**src/hw/rtl/aposc_pkg.sv**
```systemverilog
// ----------------------------------------------------------------------------
// aposc_pkg
// Shared types, constants and the damping weight table of the oscillator bank.
// ----------------------------------------------------------------------------
package aposc_pkg;

    localparam int PARTIALS    = 32;
    localparam int TABLE_BITS  = 12;
    localparam int WAVE_TABLES = 4;
    localparam int RATIO_SETS  = 8;

    localparam int KW    = (PARTIALS > 1) ? $clog2(PARTIALS) : 1;
    localparam int RAD_W = $clog2(RATIO_SETS * PARTIALS);
    localparam int WAD_W = $clog2(WAVE_TABLES << TABLE_BITS);
    localparam int WS_W  = 2;
    localparam int RS_W  = 3;
    localparam int CFG_W = 3;
    localparam int EXP_DEPTH = 1024;

    localparam logic [31:0] MAX_STEP = 32'd341782637;

    // configuration register indexes
    localparam logic CFG_WAVE_SEL  = 1'b0;
    localparam logic CFG_RATIO_SEL = 1'b1;

    // command kinds
    localparam logic [2:0] CMD_TICK  = 3'd0;
    localparam logic [2:0] CMD_AMP   = 3'd1;
    localparam logic [2:0] CMD_RATIO = 3'd2;
    localparam logic [2:0] CMD_WAVE  = 3'd3;
    localparam logic [2:0] CMD_NOP   = 3'd4;

    typedef struct packed {
        logic [2:0]       kind;
        logic [KW-1:0]    pidx;
        logic [RAD_W-1:0] raddr;
        logic [WAD_W-1:0] waddr;
        logic [23:0]      value;
        logic [31:0]      base;
        logic [9:0]       damp;
    } t_cmd;

    typedef struct packed {
        logic [WS_W-1:0] ws;
        logic [RS_W-1:0] rs;
    } t_cfg;

    typedef logic [15:0] t_exp_rom [EXP_DEPTH];

    // exp(-e*10/1023) in Q0.16: series in Q30, then squared four times
    function automatic logic [15:0] exp_weight(int unsigned e);
        logic [63:0] y;
        logic [63:0] t;
        logic [63:0] u;
        longint      s;
        int          n;
        y = ((64'(e) * 64'd10) << 30) / 64'd16368;
        t = 64'd1 << 30;
        s = longint'(t);
        for (n = 1; n <= 12; n++) begin
            t = ((t * y) >> 30) / 64'(n);
            if (n % 2 == 1) s = s - longint'(t);
            else s = s + longint'(t);
        end
        u = (s < 0) ? 64'd0 : 64'(s);
        for (n = 0; n < 4; n++) begin
            u = (u * u) >> 30;
        end
        u = (u + 64'd8192) >> 14;
        return (u > 64'hFFFF) ? 16'hFFFF : u[15:0];
    endfunction

    function automatic t_exp_rom build_exp_rom();
        t_exp_rom r;
        for (int i = 0; i < EXP_DEPTH; i++) begin
            r[i] = exp_weight(i);
        end
        return r;
    endfunction

    localparam t_exp_rom EXP_ROM = build_exp_rom();

endpackage

```
**src/hw/rtl/aposc_queue.sv**
```systemverilog
// ----------------------------------------------------------------------------
// aposc_queue
// Two-entry command queue between the decoder and the execution engine.
// ----------------------------------------------------------------------------
module aposc_queue (
    input  logic            i_clk,
    input  logic            i_rst_n,
    input  logic            i_push,
    input  aposc_pkg::t_cmd i_data,
    output logic            o_full,
    input  logic            i_pop,
    output logic            o_nempty,
    output aposc_pkg::t_cmd o_head
);
    import aposc_pkg::*;

    t_cmd       r_mem [2];
    logic       r_wp;
    logic       r_rp;
    logic [1:0] r_cnt;

    assign o_full   = r_cnt == 2'd2;
    assign o_nempty = r_cnt != 2'd0;
    assign o_head   = r_mem[r_rp];

    // storage
    always_ff @(posedge i_clk) begin
        if (i_push) r_mem[r_wp] <= i_data;
    end

    // pointers
    always_ff @(posedge i_clk) begin
        if (!i_rst_n) begin
            r_wp  <= 1'b0;
            r_rp  <= 1'b0;
            r_cnt <= 2'd0;
        end else begin
            if (i_push) r_wp <= ~r_wp;
            if (i_pop) r_rp <= ~r_rp;
            r_cnt <= r_cnt + 2'(i_push) - 2'(i_pop);
        end
    end

endmodule

```
**config.mk**
```make
export PLATFORM = sky130hd
export DESIGN_NAME = aposc_queue
export DESIGN_NICKNAME = d
export VERILOG_FILES = /design/src/hw/rtl/aposc_pkg.sv /design/src/hw/rtl/aposc_queue.sv
export SDC_FILE = /design/constraint.sdc
export NUM_CORES = 1
export LEC_CHECK = 0
export BUFFER_PORTS_ARGS = -buffer_cell sky130_fd_sc_hd__buf_2
export CAP_MARGIN = 0
export CORE_ASPECT_RATIO = 0.75
export CORE_MARGIN = 2
export CORE_UTILIZATION = 45
export DETAILED_ROUTE_END_ITERATION = 8
export PLACE_DENSITY = 0.7
export RECOVER_POWER = 100
export SLEW_MARGIN = 0
export SYNTH_ARGS = -nofsm -noshare
export SYNTH_HDL_FRONTEND = slang
export SYNTH_SLANG_ARGS = --single-unit
```
**constraint.sdc**
```tcl
create_clock -name i_clk -period 14.2 [get_ports i_clk]
set_input_delay 1.42 -clock i_clk [delete_from_list [all_inputs] [get_ports i_clk]]
set_output_delay 1.42 -clock i_clk [all_outputs]
set_load 0.01 [all_outputs]
```
-- After elaboration in Yosys (flattened, before gate mapping)
Memory sizes are Yosys's and may differ from the RTL's. A register that Yosys moved wholly into a read port is not among the register bits.
Index checks and enable logic that the tools add are counted.
- register bits after elaboration: 4
- RAM bits: 192
- output and inout bits: 98
- logic and storage cells: 14
- memories: 1
- memory list (name ; depth ; bits a word ; rd ports ; clocked after Yosys merged registers in ; write ports ; RTL line ; text):
    r_mem ; 2 ; 96 ; 1 ; 1 ; 1 ; aposc_queue.sv:17 ; t_cmd r_mem [2];
- $add $sub $neg: 2
- equal/unequal tests: 1
- multiplexer cells: 4
- bitwise logic cells: 2
- reductions and logical operators: 1
- operator list (kind ; count):
    2-to-1 mux 1 bit ; 4
    adder 2 x 1 -> 2 bit ; 1
    equality test 2 bit (second input constant) ; 1
    inverter 1 bit ; 2
    nonzero test 2 bit ; 1
    subtractor 2 x 1 -> 2 bit ; 1

-- Depth between registers and ports, before layout
- depth after elaboration: 3
- mapped depth: 6
- mapped depth without buffers: 6

-- Least setup slack after synthesis
Ideal clock, no wire load.
- kind: input to register
- from: input port i_push
- to: memory r_mem[0][0] (netlist name), enable pin
- arrival: 5.632 ns
- required time: 13.637 ns
- slack: 8.004 ns
- stages: 1
- path buffers: 0
- cell sequence: nor2b_1
- word-level cells in the longest chain between the ends: 2
- RTL lines (item ; RTL line ; text):
    from (decl) ; aposc_queue.sv:8 ; input logic i_push,
    2-to-1 mux 1 bit ; aposc_queue.sv:28 ; if (i_push) r_mem[r_wp] <= i_data;
    2-to-1 mux 1 bit (implied by the code) ; aposc_queue.sv:28 ;
    to (decl) ; aposc_queue.sv:17 ;
Every way passes these cells.

==> summary.txt <==
Outcome
  • Status: finished with violations
  • Failing checks: max-capacitance violations, max-slew violations

Finish
  • Fillers: 1338
  • Net count, final: 631
  • Share of layout cells above drive strength 1: 0.317
  • Layout area overhead: 20.4%
  • Ant. Diodes: 0

STA
  • FMAX: 159 MHz
  • Final slew viol count: 297
  • Endpoints failing setup: 0
  • Layout Skew: 0.00761 ns
  • Endpoints failing hold: 0
  • RSZ-0062 raised after global routing: false
  • Slew margin rel.: -1.90
  • Final Cycle Share: 0.442
  • Tightest Pin Transition: 4.35 ns
  • Setup TNS: 0 ns
  • Minimum clock period: 6.28 ns

CTS
  • Clock sink count: 197
  • Cts repair resizes: 0
  • Inserted Clock Buffers: 17
  • H-tree depth: 4
  • Hold buffer count at cts: 0
  • Root buffer cell: clkbuf_16
  • Post-CTS setup buffer count: 0
  • Worst-path clk slew: around 0.07 ns
  • Clock latency at the later pin of the worst-skew pair: 0.42 ns
  • Clock buffer depth: 2
  • CTS tree: done

Global route
  • Vias in the first global route: 3853
  • Global-route wire length before repair: 19500 um
  • Grt ovf: 0
  • Total track usage: 0.152
  • Largest net degree at the start of global routing: 76
  • Antenna violations before repair: 1

Critical path
  • Reg2reg start: r_wp
  • Startpoint type of the worst setup path: register
  • Last element of the critical path: o_head[0]
  • Critical Path Fanout Max: 49
  • R2r setup slk: 9.02 ns
  • Critical Path RT: 12.78 ns
  • Reg2reg path depth: 2
  • CP Capture Type: output port
  • Critical path start-end classification: reg -> out
  • Reg-to-Reg End: r_mem[1][38]
  • Crit path arrival time: 4.86 ns

Yosys
  • Seq/Total Area, Yosys: 0.797
  • Yosys reg bits: 197
  • Synth Area in Compound Gates: 0.00102
  • Synth cell types: 16
  • Synth warn: 0
  • Synthesized area: between 7000 and 8000 um2
  • Cells after Synth: 320
  • Avg Inst Size Synth: 23.0 um2
  • Syn Nets: 422
  • Post-Synth XOR/XNOR Area: 0.00425
  • Synth Area in Adders: 0.00340
  • Simple-gate share of the synthesized area: 0.00765
  • Main combinational cell family by area after synthesis: multiplexers
  • Multiplexer area fraction after synthesis: 0.167

Drt
  • Total vias in the final route: between 3000 and 4000
  • Iteration-0 DRC Markers: 214
  • Pre-antenna DRT Iters: 4
  • Routed Wire Length: 13200 um
  • Routed len/inst: 17.6 um
  • Vias per inst: between 4 and 5
  • # DRC: 0
  • Post-DRT Antenna Nets: 0

Power
  • Worst vdd ir: 0.000110 V
  • P_leak: about 3.1 nW
  • Pwr Density: 150 nW/um2
  • Total power: 1.32 mW

Place
  • IO Port Bufs: 197
  • GP Congestion: 0.745
  • DP HPWL: between 8000 and 9000 um

Min path
  • Worst hold path cell count: 2
  • Min-delay worst type: reg -> reg

Die
  • Core area: roughly 16000 um2
  • Starting Density: 0.459
  • FP Rows: 40
  • DIE HEIGHT: 115 um
  • I/O pin cnt: around 200
  • Chip Width: 152 um
  • Die area: ~17000 um2

Run
  • Max-capacitance violation count: 6
## cells in the final DEF, fill, tap and decap left out, drive strengths merged
| cell | instances |
|---|---|
| bufinv | 5 |
| clkbuf | 131 |
| nor2b | 4 |
| buf | 87 |
| o21a | 1 |
| edfxtp | 192 |
| or2 | 1 |
| clkinvlp | 2 |
| dfxtp | 5 |
| xnor3 | 1 |
| inv | 6 |
| xor2 | 1 |
| ha | 2 |
| clkinv | 4 |
| and2 | 4 |
| mux2 | 96 |
## logic make-up after synthesis
kind of cell | after synthesis
and+or+nand+nor | 9
adders and majority gates | 2
xor gates and xnor gates | 2
buffers and inverters | 13
muxes | 96
AOI/OAI and AO/OA | 1
DFF | 197
## sequential cells by signal, summed over array words and instances (netlist names), named ones only
signal	flops
r_mem	192
r_cnt	2
r_rp	1
r_wp	1
## metal layers
metal  global-route usage  vias to the layer above  routed length [um]
li1                     -                     1679                   -
met1                0.177                     1793                5550
met2                0.252                      144                6280
met3               0.0614                       14                1210
met4               0.0617                        0                 164
met5                    0                        -                   0
## cells in the mapped netlist, drive strengths merged
master | instances | share of area
mux2 | 96 | 0.17
inv | 2 | 0.0010
dfxtp | 5 | 0.014
o21a | 1 | 0.0010
or2 | 1 | 0.00085
and2 | 4 | 0.0034
edfxtp | 192 | 0.78
xor2 | 1 | 0.0012
ha | 2 | 0.0034
xnor3 | 1 | 0.0031
buf | 11 | 0.018
nor2b | 4 | 0.0034
## critical path, stage by stage, from the launching register on
cell and delay, ns:
dfxtp_1 1.79, clkbuf_1 1.98, mux2_2 0.46, clkbuf_1 0.16
## area by class of cell
cell class              instances  area (um2)  share of cell area
repair buffers                201         862              0.0974
well taps                     210         263              0.0297
inverters                       2        7.51            0.000848
flip-flops and latches        197        5870               0.662
multi-input cells             110        1210               0.136
clock inverters                15         223              0.0252
clock buffers                  17         425              0.0480
## through the flow
step / std cells / hold WS (ns) / area (um2) / worst slack, ns / utilization
6_report: 752 / 0.588 / 8850 / 7.92 / 0.553
5_1_grt: 752 / 0.648 / 8850 / 7.35 / 0.553
4_1_cts: 752 / 0.587 / 9170 / 10.12 / 0.572
3_5_place_dp: 720 / 0.563 / 8520 / 10.57 / 0.532
3_3_place_gp: 720 / 0.561 / 8520 / 10.62 / 0.532
2_1_floorplan: 320 / 0.555 / 7360 / 8.00 / -
## worst min path at each step
stage               from        to
global route        r_rp  register
detailed placement  r_rp  register
floorplan           r_rp  register
global placement    r_rp  register
CTS                 r_rp  register
finish              r_rp      r_rp
## power breakdown
| part | internal (mW) | switching (mW) |
|---|---|---|
| clock network | 0.314 | 0.205 |
| logic | 0.0541 | 0.0643 |
| registers | 0.674 | 0.0124 |
| total | 1.04 | 0.282 |
(Power assumes the default switching activity.)
