--- src/hw/rtl/aposc_pkg.sv ---
// ----------------------------------------------------------------------------
// aposc_pkg
// Shared types, constants and the damping weight table of the oscillator bank.
// ----------------------------------------------------------------------------
package aposc_pkg;

    localparam int PARTIALS    = 32;
    localparam int TABLE_BITS  = 12;
    localparam int WAVE_TABLES = 4;
    localparam int RATIO_SETS  = 8;

    localparam int KW    = (PARTIALS > 1) ? $clog2(PARTIALS) : 1;
    localparam int RAD_W = $clog2(RATIO_SETS * PARTIALS);
    localparam int WAD_W = $clog2(WAVE_TABLES << TABLE_BITS);
    localparam int WS_W  = 2;
    localparam int RS_W  = 3;
    localparam int CFG_W = 3;
    localparam int EXP_DEPTH = 1024;

    localparam logic [31:0] MAX_STEP = 32'd341782637;

    // configuration register indexes
    localparam logic CFG_WAVE_SEL  = 1'b0;
    localparam logic CFG_RATIO_SEL = 1'b1;

    // command kinds
    localparam logic [2:0] CMD_TICK  = 3'd0;
    localparam logic [2:0] CMD_AMP   = 3'd1;
    localparam logic [2:0] CMD_RATIO = 3'd2;
    localparam logic [2:0] CMD_WAVE  = 3'd3;
    localparam logic [2:0] CMD_NOP   = 3'd4;

    typedef struct packed {
        logic [2:0]       kind;
        logic [KW-1:0]    pidx;
        logic [RAD_W-1:0] raddr;
        logic [WAD_W-1:0] waddr;
        logic [23:0]      value;
        logic [31:0]      base;
        logic [9:0]       damp;
    } t_cmd;

    typedef struct packed {
        logic [WS_W-1:0] ws;
        logic [RS_W-1:0] rs;
    } t_cfg;

    typedef logic [15:0] t_exp_rom [EXP_DEPTH];

    // exp(-e*10/1023) in Q0.16: series in Q30, then squared four times
    function automatic logic [15:0] exp_weight(int unsigned e);
        logic [63:0] y;
        logic [63:0] t;
        logic [63:0] u;
        longint      s;
        int          n;
        y = ((64'(e) * 64'd10) << 30) / 64'd16368;
        t = 64'd1 << 30;
        s = longint'(t);
        for (n = 1; n <= 12; n++) begin
            t = ((t * y) >> 30) / 64'(n);
            if (n % 2 == 1) s = s - longint'(t);
            else s = s + longint'(t);
        end
        u = (s < 0) ? 64'd0 : 64'(s);
        for (n = 0; n < 4; n++) begin
            u = (u * u) >> 30;
        end
        u = (u + 64'd8192) >> 14;
        return (u > 64'hFFFF) ? 16'hFFFF : u[15:0];
    endfunction

    function automatic t_exp_rom build_exp_rom();
        t_exp_rom r;
        for (int i = 0; i < EXP_DEPTH; i++) begin
            r[i] = exp_weight(i);
        end
        return r;
    endfunction

    localparam t_exp_rom EXP_ROM = build_exp_rom();

endpackage

--- src/hw/rtl/aposc_front.sv ---
// ----------------------------------------------------------------------------
// aposc_front
// Decodes an input request into a command: range checks and value clamping.
// ----------------------------------------------------------------------------
module aposc_front (
    input  logic [1:0]            i_mode,
    input  logic [4:0]            i_partial_index,
    input  logic [2:0]            i_set_index,
    input  logic [11:0]           i_table_address,
    input  logic signed [24:0]    i_write_value,
    input  logic [31:0]           i_base_increment,
    input  logic [9:0]            i_damping_setting,
    output aposc_pkg::t_cmd       o_cmd
);
    import aposc_pkg::*;

    logic        pidx_ok;
    logic        rset_ok;
    logic        wset_ok;
    logic [15:0] amp_c;
    logic [23:0] rat_c;
    logic [17:0] wav_c;

    assign pidx_ok = int'(i_partial_index) < PARTIALS;
    assign rset_ok = int'(i_set_index) < RATIO_SETS;
    assign wset_ok = int'(i_set_index) < WAVE_TABLES;

    // saturate write values to their store widths
    always_comb begin
        if (i_write_value > 25'sd32767) amp_c = 16'h7FFF;
        else if (i_write_value < -25'sd32768) amp_c = 16'h8000;
        else amp_c = i_write_value[15:0];

        if (i_write_value[24]) rat_c = 24'd0;
        else rat_c = i_write_value[23:0];

        if (i_write_value > 25'sd131071) wav_c = 18'h1FFFF;
        else if (i_write_value < -25'sd131072) wav_c = 18'h20000;
        else wav_c = i_write_value[17:0];
    end

    // classify
    always_comb begin
        o_cmd.pidx  = i_partial_index[KW-1:0];
        o_cmd.raddr = RAD_W'(int'(i_set_index) * PARTIALS + int'(i_partial_index));
        o_cmd.waddr = WAD_W'((int'(i_set_index) << TABLE_BITS)
                      | int'(i_table_address[TABLE_BITS-1:0]));
        o_cmd.base  = i_base_increment;
        o_cmd.damp  = i_damping_setting;
        o_cmd.value = 24'd0;
        case (i_mode)
            2'd0: begin
                o_cmd.kind = CMD_TICK;
            end
            2'd1: begin
                o_cmd.kind  = pidx_ok ? CMD_AMP : CMD_NOP;
                o_cmd.value = {8'd0, amp_c};
            end
            2'd2: begin
                o_cmd.kind  = (pidx_ok && rset_ok) ? CMD_RATIO : CMD_NOP;
                o_cmd.value = rat_c;
            end
            2'd3: begin
                o_cmd.kind  = wset_ok ? CMD_WAVE : CMD_NOP;
                o_cmd.value = {6'd0, wav_c};
            end
            default: begin
                o_cmd.kind = CMD_NOP;
            end
        endcase
    end

endmodule

--- config.mk ---
export PLATFORM = sky130hd
export DESIGN_NAME = aposc_front
export DESIGN_NICKNAME = d
export VERILOG_FILES = /design/src/hw/rtl/aposc_pkg.sv /design/src/hw/rtl/aposc_front.sv
export SDC_FILE = /design/constraint.sdc
export NUM_CORES = 1
export LEC_CHECK = 0
export ABC_AREA = 0
export BUFFER_PORTS_ARGS = -buffer_cell sky130_fd_sc_hd__buf_2
export CAP_MARGIN = 20
export CORE_AREA = 2 2 72 74
export DETAILED_ROUTE_END_ITERATION = 8
export DIE_AREA = 0 0 74 76
export GPL_ROUTABILITY_DRIVEN = 0
export PLACE_DENSITY = 0.75
export SYNTH_ARGS = -nofsm -noshare
export SYNTH_HDL_FRONTEND = slang
export SYNTH_SLANG_ARGS = --single-unit
--- constraint.sdc ---
create_clock -name vclk -period 3.3
set_clock_uncertainty 0.2 [all_clocks]
set_input_delay 0.33 -clock vclk [all_inputs]
set_output_delay 0.33 -clock vclk [all_outputs]
set_load 0.03 [all_outputs]
## Word-level counts from Yosys, hierarchy flattened

Index checks and enable logic that the tools add are counted.

- Flip-flop bits (word level): 0
- Input bits: 89
- Logic and storage cells: 19
- Output and inout bits: 96

- Bitwise logic cells: 1
- Reductions and logical operators: 1
- Order comparisons: 5
- Equality and inequality tests: 3
- Mux-type cells: 8
- Add/subtract/negate cells: 1

Operators by type and width:

| cell | number |
|---|---|
| case mux 24 bit (3 select lines) | 1 |
| two-way mux 18 bit | 2 |
| two-way mux 16 bit | 2 |
| > comparator 25 x 16 -> 1 bit (second input constant) | 1 |
| > comparator 25 x 18 -> 1 bit (second input constant) | 1 |
| less-than comparator 25 x 16 -> 1 bit (second input constant) | 1 |
| less-than comparator 25 x 18 -> 1 bit (second input constant) | 1 |
| two-way mux 24 bit | 1 |
| OR 14 x 12 -> 14 bit | 1 |
| case mux 3 bit (4 select lines) | 1 |
| adder 8 x 5 -> 8 bit | 1 |
| equality test 2 bit (second input constant) | 2 |
| less-than comparator 3 bit (second input constant) | 1 |
| two-way mux 3 bit | 1 |
| equality test 2 x 1 -> 1 bit (second input constant) | 1 |
| logical NOT 2 bit | 1 |

## Longest topological paths before layout

- Depth in word-level cells: 4
- Depth in mapped cells: 5

## Worst setup path after synthesis

OpenSTA, ideal clock, no wires.

- Path type: input port to output port
- Start: input port i_mode[0]
- End: output port o_cmd[42] in the netlist's numbering
- Stages: 5
- Data required time: 2.770 ns
- Data arrival time: 1.474 ns
- Setup slack: 1.296 ns
- Cell sequence: buf_4 > inv_2 > a311oi_1 > buf_4 > a21o_1

RTL lines:

| element | RTL line | text |
|---|---|---|
| start: declaration | aposc_front.sv:6 | `input logic [1:0] i_mode,` |
| end: declaration | aposc_front.sv:13 | `output aposc_pkg::t_cmd o_cmd` |

==> run summary <==
Actual slew at the worst max-slew pin - 0.987 ns
Seq/Total Area, Yosys - 0%
Worst vdd ir - 0.0399 mV
CP startpoint kind - input pin
Synth cell types - 29
Top delay family on crit path - compound AO/OA/AOI/OAI gates
DRC - 0
WL/cell - 11.8 um
Vias in the first global route - 680
Via count - 715
Vias/cell - 3.97
DRT Pass-1 Iters - 4
Data arrival time of the critical path - 1.95 ns
Worst hold slack - 0.460 ns
Clock power frac - 0%
Run status - completed
Worst hold path class - input pin to output pin
Int Power - 47.1 uW
Die W - 74 um
Num sequential - 0
PnR worst setup slack - 0.822 ns
Pwr/cell area - 174 mW/mm2
Fillers - 567
Worst path cell trace - buf_2 > o21bai_1 > a311oi_2 > a21o_2 > buf_2
Die area - 0.00562 mm2
Crit path time final - 2.48 ns
Slowest stage delay, CP - 0.87 ns
Final Hold Viols - 0
Post-synth net total - 216
CP max-delay cell - a311oi_2
Syn Area/Cell - 7.46 um2
Max cap viols - 0
Row cnt - 26
Clk_buf instances - 0
Flop pwr share - 0%
# nets final - 201
Register Area - 0 um2
Fin cells - 180
CP Class - input pin to output pin
Power share of the combinational group - 100.0%
Pin count of the biggest net entering global routing - 17
Total track usage - 6.89%
Synth warn - 0
Layout area overhead - -18.4%
Slew margin rel. - 34.2%
Resize count post-CTS - 0
WP buf/inv - 2
Mapped Cells - 127
Pre-CTS setup slack - 0.782 ns
Achievable frequency - 404 MHz
Fin Setup TNS - 0 ns
Synth Cell Area - 947 um2
Critical Path Fanout Max - 16
CP Capture Type - output pin
Initial Utilization - 19.3%
Hold_buf cts - 0
First-pass GRT wire length - 3250 um
Share of cells above drive strength 1 - 58.2%
DP Wirelength - 1740 um
Slew Viols, Final - 0
Sw power - 87.5 uW
Remaining global-route overflow - 0
DR iter-0 viols - 25
Initial antenna violation count - 0
Crit-path most repeated cell - buf_2
Dpl cells - 180
IO Port Bufs - 56
Antenna viol nets, final - 0
Antenna diodes - 0
Final wirelength - 2120 um
Setup violators final - 0
Req. time, crit path - 2.77 ns
I/O pin count - 185
# Post-CTS Setup Buffers - 0
Leakage power - 0.000460 uW
Fin crit share - 75.1%
Core Box Area - 0.00491 mm2
Switching share of power - 65.0%
RSZ-0062 raised after global routing - false
Die Ht - 76 um
[cells in the final DEF, fill, tap and decap left out, drive strengths merged]
cell type	netlist	layout
buf	72	56
a21o	14	14
and2	6	6
a21oi	5	5
and3	3	3
inv	3	3
nor4	2	2
a311o	2	2
o21bai	2	2
o21ai	2	2
nand4	2	2
nand2	1	1
nor3	1	1
nand3b	1	1
nor3b	1	1
nor2b	1	1
nand4b	1	1
nand3	1	1
a211oi	1	1
o22a	1	1
o31ai	1	1
o41ai	1	1
a311oi	1	1
a21boi	1	1
[final timing paths]
| kind | start | end | depth (start not counted) |
|---|---|---|---|
| worst max-delay path | i_mode[1] | o_cmd[54] | 5 |
| worst min-delay path | i_base_increment[9] | o_cmd[19] | 0 |
[final cells by class]
class,count,area [um2],share of cell area [%]
tap,70,87.6,11.3
multi-input combinational,51,394,51.0
inverter,3,11.3,1.46
timing repair buffer,56,280,36.2
[kinds of logic after synthesis]
family	count (synthesis)	share of synthesized area [%]
AO/OA/AOI/OAI	31	26.2
AND/OR/NAND/NOR	20	14.8
buffers and inverters	76	59.0
[metrics by stage]
step | total power [uW] | utilization (%) | cell area [um2]
after global placement | 134 | 15.7 | 773
after detailed placement | 135 | 15.7 | 773
final | 135 | 15.7 | 773
after floorplan | 244 | - | 947
after global routing | 145 | 15.7 | 773
after CTS | 136 | 15.7 | 773
[routing by layer]
layer | wire length, um | GRT usage (%) | vias up
met5 | 0 | 0 | -
met4 | 46 | 2.73 | 0
met3 | 226 | 2.38 | 12
met2 | 1060 | 11.0 | 54
met1 | 785 | 8.31 | 318
li1 | - | - | 331
[cell usage after synthesis, drive strengths merged]
master / n / area, um2
a211oi: 1 / 7.51
nor3b: 1 / 7.51
o41ai: 1 / 27.5
nand4: 2 / 27.5
buf: 72 / 544
o21bai: 2 / 15.0
and3: 3 / 18.8
o21ai: 2 / 10.0
nand3b: 1 / 7.51
nor4: 2 / 12.5
nand3: 1 / 5.00
nand4b: 1 / 8.76
clkbuf: 1 / 3.75
a21oi: 5 / 25.0
a21boi: 1 / 7.51
inv: 3 / 11.3
nand2: 1 / 3.75
a311oi: 1 / 8.76
nor2b: 1 / 6.26
o31ai: 1 / 7.51
and2: 6 / 37.5
a311o: 2 / 20.0
a21o: 14 / 110
nor3: 1 / 5.00
o22a: 1 / 8.76
[power groups by stage]
stage / sequential, uW / clock [uW] / combinational, uW
after CTS: 0 / 0 / 136
final: 0 / 0 / 135
after global placement: 0 / 0 / 134
after global routing: 0 / 0 / 145
after floorplan: 0 / 0 / 244
after detailed placement: 0 / 0 / 135
Power figures use the tool's default switching activity.
